### config.mk
export PLATFORM = sky130hd
export DESIGN_NAME = bis_step_div
export DESIGN_NICKNAME = d
export VERILOG_FILES = /design/src/design/bis_pkg.sv /design/src/design/bis_step_div.sv
export SDC_FILE = /design/constraint.sdc
export NUM_CORES = 1
export LEC_CHECK = 0
export ABC_AREA = 1
export BUFFER_PORTS_ARGS = -buffer_cell sky130_fd_sc_hd__buf_2
export CAP_MARGIN = 40
export CORE_MARGIN = 2
export CORE_UTILIZATION = 62
export CTS_CLUSTER_DIAMETER = 100
export DETAILED_ROUTE_END_ITERATION = 10
export PLACE_DENSITY = 0.85
export SETUP_SLACK_MARGIN = 0.5
export SKIP_LAST_GASP = 1
export SLEW_MARGIN = 30
export SYNTH_ARGS = -nofsm -noshare
export SYNTH_HDL_FRONTEND = slang
export SYNTH_SLANG_ARGS = --single-unit
### constraint.sdc
create_clock -name clk -period 8.54 [get_ports clk]
set_clock_uncertainty 0.15 [all_clocks]
set_input_delay 1.708 -clock clk [delete_from_list [all_inputs] [get_ports clk]]
set_output_delay 1.708 -clock clk [all_outputs]
set_load 0.02 [all_outputs]
### src/design/bis_pkg.sv
// Shared types, constants and helper functions of the bilinear image scaler.
// No dependencies; imported by every module of the block.
package bis_pkg;

  localparam int SRC_DIM_MAX = 256;
  localparam int DIM_W       = 9;
  localparam int DST_DIM_W   = 11;
  localparam int COORD_W     = 10;
  localparam int PIX_COORD_W = 8;
  localparam int ADDR_W      = 16;
  localparam int IMG_DEPTH   = 1 << ADDR_W;
  localparam int CHAN_W      = 8;
  localparam int RGB_W       = 3 * CHAN_W;
  localparam int FRAC_BITS   = 16;
  localparam int STEP_W      = DIM_W + FRAC_BITS;
  localparam int PROD_W      = COORD_W + STEP_W;
  localparam int POS_W       = PROD_W + 1;
  localparam int IPART_W     = POS_W - FRAC_BITS;
  localparam int NB_W        = IPART_W + 1;
  localparam int WT_W        = 2 * CHAN_W;
  localparam int ACC_W       = WT_W + CHAN_W;
  localparam int DIV_CNT_W   = $clog2(STEP_W + 1);

  localparam int CQ_DEPTH = 4;
  localparam int CQ_AW    = $clog2(CQ_DEPTH);
  localparam int CQ_CW    = $clog2(CQ_DEPTH + 1);
  localparam int RQ_DEPTH = 4;
  localparam int RQ_AW    = $clog2(RQ_DEPTH);
  localparam int RQ_CW    = $clog2(RQ_DEPTH + 1);

  localparam logic [POS_W-1:0]  POS_HALF  = POS_W'(1) << (FRAC_BITS - 1);
  localparam logic [CHAN_W-1:0] CHAN_FULL = '1;

  localparam logic REQ_LOAD  = 1'b0;
  localparam logic REQ_PIXEL = 1'b1;

  localparam logic [1:0] CFG_SRC_WIDTH  = 2'd0;
  localparam logic [1:0] CFG_SRC_HEIGHT = 2'd1;
  localparam logic [1:0] CFG_DST_WIDTH  = 2'd2;
  localparam logic [1:0] CFG_DST_HEIGHT = 2'd3;

  typedef struct packed {
    logic                   is_load;
    logic [COORD_W-1:0]     x;
    logic [COORD_W-1:0]     y;
    logic [RGB_W-1:0]       rgb;
    logic [3:0][ADDR_W-1:0] addr;
    logic [3:0]             nvalid;
    logic [CHAN_W-1:0]      u;
    logic [CHAN_W-1:0]      v;
  } cmd_t;

  typedef struct packed {
    logic [COORD_W-1:0] x;
    logic [COORD_W-1:0] y;
    logic [CHAN_W-1:0]  red;
    logic [CHAN_W-1:0]  green;
    logic [CHAN_W-1:0]  blue;
  } res_t;

  // Neighbour lies inside the image or on its far edge.
  function automatic logic nb_ok(input logic signed [NB_W-1:0] c,
                                 input logic [DIM_W-1:0] dim);
    logic signed [NB_W-1:0] d;
    d = $signed(NB_W'(dim));
    return (c >= 0) && (c <= d);
  endfunction

  // Fold a coordinate on the far edge back onto the last pixel.
  function automatic logic [PIX_COORD_W-1:0] nb_clamp(input logic signed [NB_W-1:0] c,
                                                      input logic [DIM_W-1:0] dim);
    logic [DIM_W-1:0] last;
    last = dim - DIM_W'(1);
    if (c == $signed(NB_W'(dim))) begin
      return last[PIX_COORD_W-1:0];
    end
    return c[PIX_COORD_W-1:0];
  endfunction

endpackage

### src/design/bis_step_div.sv
// Bit-serial restoring divider: step = ((src_dim << 16) / dst_dim) + 1.
// Depends on bis_pkg; one quotient bit per cycle.
module bis_step_div import bis_pkg::*; (
  input  logic                 clk,
  input  logic                 rst_n,
  input  logic                 start,
  input  logic [DIM_W-1:0]     num_dim,
  input  logic [DST_DIM_W-1:0] den_dim,
  output logic                 busy,
  output logic [STEP_W-1:0]    step
);

  logic                 busy_r, busy_nxt;
  logic [DIV_CNT_W-1:0] cnt_r, cnt_nxt;
  logic [STEP_W-1:0]    quo_r, quo_nxt;
  logic [DST_DIM_W-1:0] rem_r, rem_nxt;
  logic [STEP_W-1:0]    step_r, step_nxt;
  logic [DST_DIM_W:0]   trial;
  logic [DST_DIM_W:0]   diff;

  always_comb begin
    busy_nxt = busy_r;
    cnt_nxt  = cnt_r;
    quo_nxt  = quo_r;
    rem_nxt  = rem_r;
    step_nxt = step_r;
    trial    = {rem_r, quo_r[STEP_W-1]};
    diff     = trial - {1'b0, den_dim};
    if (start) begin
      busy_nxt = 1'b1;
      cnt_nxt  = DIV_CNT_W'(STEP_W);
      quo_nxt  = {num_dim, {FRAC_BITS{1'b0}}};
      rem_nxt  = '0;
    end else if (busy_r) begin
      if (trial >= {1'b0, den_dim}) begin
        rem_nxt = diff[DST_DIM_W-1:0];
        quo_nxt = {quo_r[STEP_W-2:0], 1'b1};
      end else begin
        rem_nxt = trial[DST_DIM_W-1:0];
        quo_nxt = {quo_r[STEP_W-2:0], 1'b0};
      end
      cnt_nxt = cnt_r - DIV_CNT_W'(1);
      if (cnt_r == DIV_CNT_W'(1)) begin
        busy_nxt = 1'b0;
        step_nxt = quo_nxt + STEP_W'(1);
      end
    end
  end

  always_ff @(posedge clk) begin
    if (!rst_n) begin
      busy_r <= 1'b0;
      cnt_r  <= '0;
    end else begin
      busy_r <= busy_nxt;
      cnt_r  <= cnt_nxt;
    end
    quo_r  <= quo_nxt;
    rem_r  <= rem_nxt;
    step_r <= step_nxt;
  end

  assign busy = busy_r;
  assign step = step_r;

endmodule

==> results by group <==
Placement
  • Count of port buffers added during placement: 48
  • Final GP Congestion: 0.9732
  • Cell count after placement: 581
  • Final HPWL from detailed placement: approximately 6.2 mm

Synth
  • Synth top area share: between 20% and 30%
  • Mapped Nets: 504
  • Count of state elements after synthesis: 67
  • Seq/Total Area, Yosys: about 45%
  • Top cells by area, synth: edfxtp_1 (28%), dfxtp_1 (18%), nand2_1 (13%), inv_1 (7.9%), nand3_1 (5.3%)
  • Library cell with the highest instance count after synthesis: nand2_1
  • Number of enable flip-flop cells after synthesis: 34
  • Dominant cell type by area after synthesis: edfxtp_1
  • Proportion of register bits with asynchronous set or reset after synthesis: 0%
  • Gate Count Post-Synth: 466
  • Post-Syn Area: 3704 um2
  • Mean cell area of the mapped netlist: roughly 7.9 um2
  • Post-synth cell types: 39
  • Yosys warnings: 0
  • Commonest cells post-synth: nand2_1 (129), inv_1 (78), nand3_1 (39)
  • Ys flop type: edfxtp_1

Final layout
  • Fraction of layout instances using a drive strength above 1: about 15%
  • Relative area change from synthesis to final layout: 14.09%
  • Post-route insts no fill: between 500 and 600
  • Diode count: 0
  • Fraction of the core area covered by cells at the end of the flow: between 70% and 80%
  • Count of fill cells added during filler insertion: 475
  • Post-layout net count: around 560

Critical path
  • Maximum fanout count along the critical path: 25
  • Crit Path Class: input port to register
  • Critical path capture point type: register
  • Startpoint type of the worst setup path: input port
  • Worst path arrival time: 4.24 ns
  • CP Data Required Time: around 8.5 ns

STA
  • Min cycle time layout: 4.288 ns
  • Relative slew margins: between 60% and 70%
  • Number of pins with negative max-slew slack in the final report: 0
  • Part of the cycle the worst path needs: 50.22%
  • Setup_tns: 0 ns
  • Setup repair after global routing missed its margin: false
  • Setup-violating endpoint count in the final report: 0
  • Transition time of the tightest slew-check pin: around 0.55 ns
  • Final Hold Viols: 0
  • Achievable frequency: ~230 MHz

Routing
  • First-iteration detailed-routing DRC count: between 300 and 400
  • Post-route DRC: 0
  • First-pass DRT Iterations: 5
  • Wire per inst: approximately 14 um
  • Detailed-route wire length: 8.630 mm
  • Number of vias per cell after detailed routing: approximately 5.6
  • Via count of the routed design: roughly 3300
  • Number of nets with antenna violations after routing: 0

Clock network
  • CTS tree: built
  • CTS-repair resized insts: 0
  • Post-CTS setup repair buffer count: 0
  • Post-CTS Hold Fix Bufs: 0
  • H-tree levels: 3
  • CTS root buffer: clkbuf_8
  • CTS sink count: 67
  • CTS Buf Count: 9
  • Later-pin clock latency in the skew report: about 0.35 ns
  • Clock Path Buffers: 2
  • Clock transition at the registers of the reported paths: around 0.07 ns

Die
  • Total Die Area: between 6000 and 7000 um2
  • Number of top-level pins: slightly below 50
  • Total number of placement rows: 28
  • Core region area: about 5900 um2
  • Chip width: 81.29 um
  • Die span in y: roughly 81 um
  • Starting density of the core: 63.30%

Flow run
  • Max capacitance violation total: 0

Global routing
  • GRT Total Usage: ~28%
  • Top Usage Layer GRT: met2
  • Wire length of the first global-routing pass: roughly 14 mm
  • Met1 Resource Use GR: ~38%
  • Maximum number of pins on one net before global-route repair: 30
  • Initial antenna violation count: 0
  • Routing usage on met3: 4.778%
  • Number of global-route vias before repair: 3083
  • Met2 Resource Use GR: between 40% and 50%
  • Total grt overflow: 0

Run status
  • Run status: completed

Pwr
  • P per Cell Area: around 170 nW/um2
  • Worst ir drop on vdd: around 0.13 mV
  • Leakage power total: roughly 1.9 nW

Worst hold path
  • Worst hold-check path type: register to register
-- cell families (layout without fill, tap and decap cells) --
family / Yosys count / in the layout / synth area share (%)
XOR/XNOR: 20 / 20 / 4.730
buffers and inverters: 90 / 147 / 9.628
flip-flops: 67 / 67 / 45.41
adder cells (fa/ha/maj): 15 / 15 / 5.270
AND/OR/NAND/NOR: 229 / 229 / 27.60
AO/OA/AOI/OAI: 45 / 45 / 7.365
-- metrics by stage --
stage	worst slack, ns	instance area, um2	hold WS (ns)	power [mW]
2_1_floorplan	4.484	3704	0.2889	0.4020
6_report	4.252	4225	0.3171	0.7055
3_3_place_gp	4.134	3998	0.3080	0.4183
3_5_place_dp	3.955	3998	0.3040	0.4212
5_1_grt	4.087	4225	0.3430	0.7297
4_1_cts	4.313	4214	0.3174	0.7050
-- registers in the layout (all words and copies together) (netlist names) --
register  count
cnt_r         5
rem_r        11
step         25
busy          1
quo_r        25
-- critical path: stages --
cell and delay [ns]:
buf_2 0.10, ha_1 0.22, fa_1 0.41, inv_1 0.11, nand3_1 0.09, nand3_1 0.10, nand2_1 0.08, nand3_4 0.25
ha_1 0.31, nand2_1 0.13, nor3_2 0.31, nand2_1 0.16, nor2_1 0.17, xor2_1 0.08
-- cell type report --
type	count	area (um2)	share of cell area [%]
tap	75	93.84	2.221
clock buffer	10	127.6	3.020
clock inverter	6	88.84	2.102
multi-input combinational	309	1668	39.47
inverter	81	306.5	7.255
timing repair buffer	50	259.0	6.130
sequential	67	1682	39.80
-- placed cells by master, fill, tap and decap left out, types with 14 or more instances in the layout --
cell      instances
o22ai_1          16
inv_1            78
dfxtp_1          33
nor2_1           27
nand2_1         129
buf_2            48
nand3_1          39
ha_1             14
edfxtp_1         34
xor2_1           18
-- worst paths after layout --
kind,slack [ns],cells after the start,startpoint,endpoint
worst max-delay path,4.25,14,den_dim[0],step[12]
worst min-delay path,0.32,2,rem_r[10],rem_r[10]
worst max register to register,5.29,14,quo_r[24],step[12]
worst min register to register,0.32,2,rem_r[10],rem_r[10]
-- power breakdown --
part,internal (mW),leakage [nW],switching (mW)
sequential,0.347,0.594,0.00670
clock,0.165,0.103,0.125
combinational,0.0212,1.24,0.0415
-- metal layers --
| metal | up-vias | share of wire, % |
|---|---|---|
| met5 | - | 0 |
| met4 | 0 | 2.0 |
| met3 | 23 | 8.4 |
| met2 | 162 | 46 |
| met1 | 1527 | 44 |
| li1 | 1630 | - |
Power figures use the tool's default switching activity.
