==> src/design/bis_pkg.sv <==
// Shared types, constants and helper functions of the bilinear image scaler.
// No dependencies; imported by every module of the block.
package bis_pkg;

  localparam int SRC_DIM_MAX = 256;
  localparam int DIM_W       = 9;
  localparam int DST_DIM_W   = 11;
  localparam int COORD_W     = 10;
  localparam int PIX_COORD_W = 8;
  localparam int ADDR_W      = 16;
  localparam int IMG_DEPTH   = 1 << ADDR_W;
  localparam int CHAN_W      = 8;
  localparam int RGB_W       = 3 * CHAN_W;
  localparam int FRAC_BITS   = 16;
  localparam int STEP_W      = DIM_W + FRAC_BITS;
  localparam int PROD_W      = COORD_W + STEP_W;
  localparam int POS_W       = PROD_W + 1;
  localparam int IPART_W     = POS_W - FRAC_BITS;
  localparam int NB_W        = IPART_W + 1;
  localparam int WT_W        = 2 * CHAN_W;
  localparam int ACC_W       = WT_W + CHAN_W;
  localparam int DIV_CNT_W   = $clog2(STEP_W + 1);

  localparam int CQ_DEPTH = 4;
  localparam int CQ_AW    = $clog2(CQ_DEPTH);
  localparam int CQ_CW    = $clog2(CQ_DEPTH + 1);
  localparam int RQ_DEPTH = 4;
  localparam int RQ_AW    = $clog2(RQ_DEPTH);
  localparam int RQ_CW    = $clog2(RQ_DEPTH + 1);

  localparam logic [POS_W-1:0]  POS_HALF  = POS_W'(1) << (FRAC_BITS - 1);
  localparam logic [CHAN_W-1:0] CHAN_FULL = '1;

  localparam logic REQ_LOAD  = 1'b0;
  localparam logic REQ_PIXEL = 1'b1;

  localparam logic [1:0] CFG_SRC_WIDTH  = 2'd0;
  localparam logic [1:0] CFG_SRC_HEIGHT = 2'd1;
  localparam logic [1:0] CFG_DST_WIDTH  = 2'd2;
  localparam logic [1:0] CFG_DST_HEIGHT = 2'd3;

  typedef struct packed {
    logic                   is_load;
    logic [COORD_W-1:0]     x;
    logic [COORD_W-1:0]     y;
    logic [RGB_W-1:0]       rgb;
    logic [3:0][ADDR_W-1:0] addr;
    logic [3:0]             nvalid;
    logic [CHAN_W-1:0]      u;
    logic [CHAN_W-1:0]      v;
  } cmd_t;

  typedef struct packed {
    logic [COORD_W-1:0] x;
    logic [COORD_W-1:0] y;
    logic [CHAN_W-1:0]  red;
    logic [CHAN_W-1:0]  green;
    logic [CHAN_W-1:0]  blue;
  } res_t;

  // Neighbour lies inside the image or on its far edge.
  function automatic logic nb_ok(input logic signed [NB_W-1:0] c,
                                 input logic [DIM_W-1:0] dim);
    logic signed [NB_W-1:0] d;
    d = $signed(NB_W'(dim));
    return (c >= 0) && (c <= d);
  endfunction

  // Fold a coordinate on the far edge back onto the last pixel.
  function automatic logic [PIX_COORD_W-1:0] nb_clamp(input logic signed [NB_W-1:0] c,
                                                      input logic [DIM_W-1:0] dim);
    logic [DIM_W-1:0] last;
    last = dim - DIM_W'(1);
    if (c == $signed(NB_W'(dim))) begin
      return last[PIX_COORD_W-1:0];
    end
    return c[PIX_COORD_W-1:0];
  endfunction

endpackage

==> src/design/bis_front.sv <==
// Front pipeline: source position, neighbour selection, weights and addresses.
// Depends on bis_pkg; feeds the command queue inside bis_back.
module bis_front import bis_pkg::*; (
  input  logic                  clk,
  input  logic                  rst_n,
  input  logic                  accept,
  input  logic                  req_type,
  input  logic [COORD_W-1:0]    pos_x,
  input  logic [COORD_W-1:0]    pos_y,
  input  logic [RGB_W-1:0]      rgb,
  input  logic [DIM_W-1:0]      src_w,
  input  logic [DIM_W-1:0]      src_h,
  input  logic [STEP_W-1:0]     step_x,
  input  logic [STEP_W-1:0]     step_y,
  input  logic                  q_full,
  output logic                  q_push,
  output cmd_t                  q_cmd,
  output logic                  advance
);

  // stage 1: captured item
  logic                s1_valid_r;
  logic                s1_type_r;
  logic [COORD_W-1:0]  s1_x_r, s1_y_r;
  logic [RGB_W-1:0]    s1_rgb_r;
  // stage 2: coordinate times step
  logic                s2_valid_r;
  logic                s2_type_r;
  logic [COORD_W-1:0]  s2_x_r, s2_y_r;
  logic [RGB_W-1:0]    s2_rgb_r;
  logic [PROD_W-1:0]   s2_px_r, s2_py_r;
  // stage 3: neighbours
  logic                   s3_valid_r, s3_keep_r;
  logic                   s3_type_r;
  logic [COORD_W-1:0]     s3_x_r, s3_y_r;
  logic [RGB_W-1:0]       s3_rgb_r;
  logic [PIX_COORD_W-1:0] s3_x0_r, s3_x1_r, s3_y0_r, s3_y1_r;
  logic [1:0]             s3_vx_r, s3_vy_r;
  logic [CHAN_W-1:0]      s3_u_r, s3_v_r;
  // stage 4: finished command
  logic                s4_valid_r, s4_keep_r;
  cmd_t                s4_cmd_r;

  logic                   en;
  logic [PROD_W-1:0]      px_prod, py_prod;
  logic signed [POS_W-1:0] pos_sx, pos_sy;
  logic signed [NB_W-1:0] ix0, ix1, iy0, iy1;
  logic                   keep3;
  logic [PIX_COORD_W-1:0] x0_c, x1_c, y0_c, y1_c;
  logic [1:0]             vx_c, vy_c;
  logic [DIM_W+PIX_COORD_W-1:0] row0, row1;
  cmd_t                   cmd_c;

  assign en      = !(s4_valid_r && s4_keep_r && q_full);
  assign advance = en;
  assign q_push  = s4_valid_r && s4_keep_r && !q_full;
  assign q_cmd   = s4_cmd_r;

  assign px_prod = PROD_W'(s1_x_r) * PROD_W'(step_x);
  assign py_prod = PROD_W'(s1_y_r) * PROD_W'(step_y);

  always_comb begin
    pos_sx = $signed({1'b0, s2_px_r}) + $signed(POS_W'(step_x >> 1)) - $signed(POS_HALF);
    pos_sy = $signed({1'b0, s2_py_r}) + $signed(POS_W'(step_y >> 1)) - $signed(POS_HALF);
    ix0    = $signed({pos_sx[POS_W-1], pos_sx[POS_W-1:FRAC_BITS]});
    iy0    = $signed({pos_sy[POS_W-1], pos_sy[POS_W-1:FRAC_BITS]});
    ix1    = ix0 + NB_W'(1);
    iy1    = iy0 + NB_W'(1);
    if (s2_type_r == REQ_LOAD) begin
      keep3 = (s2_x_r < COORD_W'(src_w)) && (s2_y_r < COORD_W'(src_h));
      x0_c  = s2_x_r[PIX_COORD_W-1:0];
      y0_c  = s2_y_r[PIX_COORD_W-1:0];
      x1_c  = x0_c;
      y1_c  = y0_c;
      vx_c  = 2'b11;
      vy_c  = 2'b11;
    end else begin
      keep3 = 1'b1;
      x0_c  = nb_clamp(ix0, src_w);
      x1_c  = nb_clamp(ix1, src_w);
      y0_c  = nb_clamp(iy0, src_h);
      y1_c  = nb_clamp(iy1, src_h);
      vx_c  = {nb_ok(ix1, src_w), nb_ok(ix0, src_w)};
      vy_c  = {nb_ok(iy1, src_h), nb_ok(iy0, src_h)};
    end
  end

  always_comb begin
    row0 = (DIM_W + PIX_COORD_W)'(s3_y0_r) * (DIM_W + PIX_COORD_W)'(src_w);
    row1 = (DIM_W + PIX_COORD_W)'(s3_y1_r) * (DIM_W + PIX_COORD_W)'(src_w);
    cmd_c.is_load = (s3_type_r == REQ_LOAD);
    cmd_c.x       = s3_x_r;
    cmd_c.y       = s3_y_r;
    cmd_c.rgb     = s3_rgb_r;
    // neighbour k: bit 0 selects the lower row, bit 1 the right column
    cmd_c.addr[0] = row0[ADDR_W-1:0] + ADDR_W'(s3_x0_r);
    cmd_c.addr[1] = row1[ADDR_W-1:0] + ADDR_W'(s3_x0_r);
    cmd_c.addr[2] = row0[ADDR_W-1:0] + ADDR_W'(s3_x1_r);
    cmd_c.addr[3] = row1[ADDR_W-1:0] + ADDR_W'(s3_x1_r);
    cmd_c.nvalid  = {s3_vy_r[1] & s3_vx_r[1], s3_vy_r[0] & s3_vx_r[1],
                     s3_vy_r[1] & s3_vx_r[0], s3_vy_r[0] & s3_vx_r[0]};
    cmd_c.u       = s3_u_r;
    cmd_c.v       = s3_v_r;
  end

  always_ff @(posedge clk) begin
    if (!rst_n) begin
      s1_valid_r <= 1'b0;
      s2_valid_r <= 1'b0;
      s3_valid_r <= 1'b0;
      s4_valid_r <= 1'b0;
    end else if (en) begin
      s1_valid_r <= accept;
      s2_valid_r <= s1_valid_r;
      s3_valid_r <= s2_valid_r;
      s4_valid_r <= s3_valid_r;
    end
    if (en) begin
      s1_type_r <= req_type;
      s1_x_r    <= pos_x;
      s1_y_r    <= pos_y;
      s1_rgb_r  <= rgb;
      s2_type_r <= s1_type_r;
      s2_x_r    <= s1_x_r;
      s2_y_r    <= s1_y_r;
      s2_rgb_r  <= s1_rgb_r;
      s2_px_r   <= px_prod;
      s2_py_r   <= py_prod;
      s3_type_r <= s2_type_r;
      s3_x_r    <= s2_x_r;
      s3_y_r    <= s2_y_r;
      s3_rgb_r  <= s2_rgb_r;
      s3_keep_r <= keep3;
      s3_x0_r   <= x0_c;
      s3_x1_r   <= x1_c;
      s3_y0_r   <= y0_c;
      s3_y1_r   <= y1_c;
      s3_vx_r   <= vx_c;
      s3_vy_r   <= vy_c;
      s3_u_r    <= pos_sx[FRAC_BITS-1:FRAC_BITS-CHAN_W];
      s3_v_r    <= pos_sy[FRAC_BITS-1:FRAC_BITS-CHAN_W];
      s4_keep_r <= s3_keep_r;
      s4_cmd_r  <= cmd_c;
    end
  end

endmodule

==> config.mk <==
export PLATFORM = sky130hd
export DESIGN_NAME = bis_front
export DESIGN_NICKNAME = d
export VERILOG_FILES = /design/src/design/bis_pkg.sv /design/src/design/bis_front.sv
export SDC_FILE = /design/constraint.sdc
export NUM_CORES = 2
export LEC_CHECK = 0
export BUFFER_PORTS_ARGS = -buffer_cell sky130_fd_sc_hd__buf_2
export CORE_UTILIZATION = 55
export DETAILED_ROUTE_END_ITERATION = 7
export GPL_ROUTABILITY_DRIVEN = 1
export MAX_ROUTING_LAYER = met4
export PLACE_DENSITY = 0.76
export REMOVE_ABC_BUFFERS = 1
export SYNTH_ARGS = -nofsm -noshare
export SYNTH_HDL_FRONTEND = slang
export SYNTH_SLANG_ARGS = --single-unit
export TNS_END_PERCENT = 30
==> constraint.sdc <==
create_clock -name clk -period 13.9 [get_ports clk]
set_clock_uncertainty 0.2 [all_clocks]
set_input_delay 0.695 -clock clk [delete_from_list [all_inputs] [get_ports clk]]
set_output_delay 0.695 -clock clk [all_outputs]
set_load 0.02 [all_outputs]
==> results.cfg <==
[sta]
setup-tns-final_ns = 0
fin_crit_sh = 0.518
tightestPinTransition_ns = 1.10
rsz0062_at_grt = false
clock.fmax_ghz = 0.139
slew_headroom = 0.245
finalHoldViolCount = 0
maxSlewViolCount = 0
fin_ws_ns = 6.71
period_needed_ns = 7.19
setup_viol = 0

[clock_tree]
cts_setup_buffers = 0
clock-root-buffer = clkbuf_16
htreeDepth = 2
cts_sinks = 392
cts_made_buffers = 45
clkSlewWorstSetupHoldPaths_ns = 0.06
ctsHoldBuffers = 0
post_cts.resized_instances = 0
clockBufferDepth = 3
tritoncts = built
clkLatencyLatePin_ns = 0.61

[detailed_routing]
wl_per_cell_um = 17.0
m1WireLength_mm = 39.9
ant_nets = 0
maxUsedRoutingLayer = met4
drt_iter0_markers = 1683
wl_met2_mm = 43.7
drt_first_pass_iters = 5
drc = 0
num_vias = 29100
viasPerCell = 5.51
wl_mm = 89.8
wl_met3_mm = 4.38

[synth]
synth_top_cell_by_area = edfxtp_1
synth_cell_type_count = 108
synth_edf_count = 388
synth_warnings = 0
synth_compound_area_frac = 0.0941
yosysMostFrequentCell = inv_1
yosysSeqAreaShare = 0.284
muxShareOfSynthArea = 0.00701
syn_inst = 4116
synth_fa_ha_area_frac = 0.343
synth_area_per_cell_um2 = 10.0
synth_xor_area_frac = 0.0443
synth-async-reset-ratio = 0
syn_area_um2 = 41200
synth_top_family_by_area = adder cells
synth_seq_cells = 392
synthTopCellsByCount = inv_1, fa_1, nand2_1
yosys-top-cells-area = edfxtp_1, fa_1, ha_1
yosys_most_used_dff = edfxtp_1
netlist.area_leader.share = 0.282
synth-simple-area-share = 0.146

[final_layout]
fillers = 6190
fin_nets = 5253
regArea_um2 = 11700
multi_input_area_um2 = 26200
syn_to_final_growth_pct = 8.39
fin_util = 0.602
drive_gt1_frac = 0.0895

[worst_setup_path]
worstPathMaxFanout = 26
crit_chain = nand2_1, fa_1, inv_1, fa_1, ha_1, inv_1, fa_1, inv_1, fa_1, ha_1, a2111oi_0, o31ai_1, o22a_1, a211o_1, nand3_1, a31oi_1, o21ai_0, nor2b_1, o21ai_0, xor2_1
cp-start-kind = flip-flop
reg2reg_from = s1_x_r[1]
max_stage_delay_ns = 1.03
critPathSlowestCell = edfxtp_1
critical_path.top_delay_family = adder cells
required_ns = 14.02
path_class = reg2reg
cp_common_cell = fa_1
path_buf_inv = 3
r2r_end = s2_px_r[33]
critPathLaunch = s1_x_r[1]
cp.arrival_ns = 7.31
end_kind = flip-flop
r2r_cells = 20
worst-r2r-setup-slack_ns = 6.71

[floorplanning]
start_util = 0.555
core_um2 = 74300
die_w_um = 276
dieArea_um2 = 76100
rows = 100
die_h_um = 276
ios = 248

[place]
dp_hpwl_mm = 70.6
place_ws_ns = 6.83
routabilityCongestion = 0.911
io_buffer_count = 247

[global_routing]
gr-total-overflow = 0
grt_antenna_before_repair = 5
gr-usage-all-layers = 0.247
first_global_vias = 29500
grt_pass1_wl_mm = 147
grt_max_degree = 131

[worst_hold_path]
min_path_type = in2reg
hold_start = rgb[6]
hold-path-cell-count = 1
min_to = s1_rgb_r[6]

[run]
cap_violations = 0

[status]
status = completed
## worst register-to-register path, stage by stage, from the launching register on
cell and delay [ns]:
edfxtp_1 1.03, nand2_1 0.21, fa_1 0.59, inv_1 0.05
fa_1 0.45, ha_1 0.29, inv_1 0.05, fa_1 0.47
inv_1 0.05, fa_1 0.44, ha_1 0.22, a2111oi_0 0.93
o31ai_1 0.31, o22a_1 0.33, a211o_1 0.35, nand3_1 0.11
a31oi_1 0.12, o21ai_0 0.24, nor2b_1 0.22, o21ai_0 0.12
xor2_1 0.16
## registers in the layout, summed over array words and instances (netlist names), 2 cells and up
| register | cells |
|---|---|
| q_cmd | 129 |
| s1_rgb_r | 24 |
| s1_x_r | 10 |
| s1_y_r | 10 |
| s2_px_r | 35 |
| s2_py_r | 35 |
| s2_rgb_r | 24 |
| s2_x_r | 10 |
| s2_y_r | 10 |
| s3_rgb_r | 24 |
| s3_u_r | 8 |
| s3_v_r | 8 |
| s3_vx_r | 2 |
| s3_vy_r | 2 |
| s3_x0_r | 8 |
| s3_x1_r | 8 |
| s3_x_r | 10 |
| s3_y0_r | 8 |
| s3_y1_r | 8 |
| s3_y_r | 10 |
## area by class of cell
class,count,area share
antenna,5,0.000280
clock buffer,48,0.0254
clock inverter,34,0.00834
timing repair buffer,260,0.0301
sequential,392,0.262
multi-input combinational,2849,0.585
tap,969,0.0271
inverter,728,0.0611
## routing by layer
metal,vias up,track usage
met3,124,0.0317
li1,13800,-
met2,741,0.405
met5,-,-
met4,0,0.0645
met1,14400,0.324
## kinds of logic after synthesis
logic type / after synthesis
and+or+nand+nor: 1184
buffers and inverters: 875
xor gates and xnor gates: 208
adders and majority gates: 860
DFF: 392
muxes: 28
AOI/OAI and AO/OA: 569
## per-stage QoR
step           instances  hold slack [ns]  cell area, um^2
2_1_floorplan       3969            0.200            40600
3_3_place_gp        5198            0.201            43200
3_5_place_dp        5198            0.205            43200
4_1_cts             5280           0.0156            44700
5_1_grt             5285           0.0270            44700
6_report            5285           0.0541            44700
## layout by cell type, fill, tap and decap left out, drive strengths merged, types with 8 or more instances in the layout
cell type	netlist	routed
a2111oi	8	8
a211oi	25	25
a21o	63	63
a21oi	159	159
a31oi	22	22
and2	358	358
and3	25	25
buf	27	260
clkbuf	118	48
clkinv	1	21
edfxtp	388	388
fa	450	450
ha	410	410
inv	727	732
mux2i	21	21
nand2	442	442
nand2b	25	25
nand3	49	49
nand4	21	21
nor2	111	111
nor2b	39	39
nor3	47	47
nor4	15	15
o2111ai	11	11
o211ai	26	26
o21a	24	24
o21ai	83	83
o21bai	58	58
o22ai	8	8
or2	11	11
or3	15	15
xnor2	157	157
xor2	51	51
## worst max-delay path by stage
stage                             end  slack (ns)  depth (start not counted)
after floorplan              q_cmd[0]        0.03                          1
after global placement    s2_px_r[33]        6.95                         21
after detailed placement  s2_px_r[33]        6.83                         20
after CTS                 s2_px_r[33]        6.82                         20
after global routing      s2_py_r[32]        6.37                         22
final                     s2_px_r[33]        6.71                         20
Power is left out: the tool's default activity adds up to more than one toggle a clock period on the data nets, which glitch-free logic cannot reach.
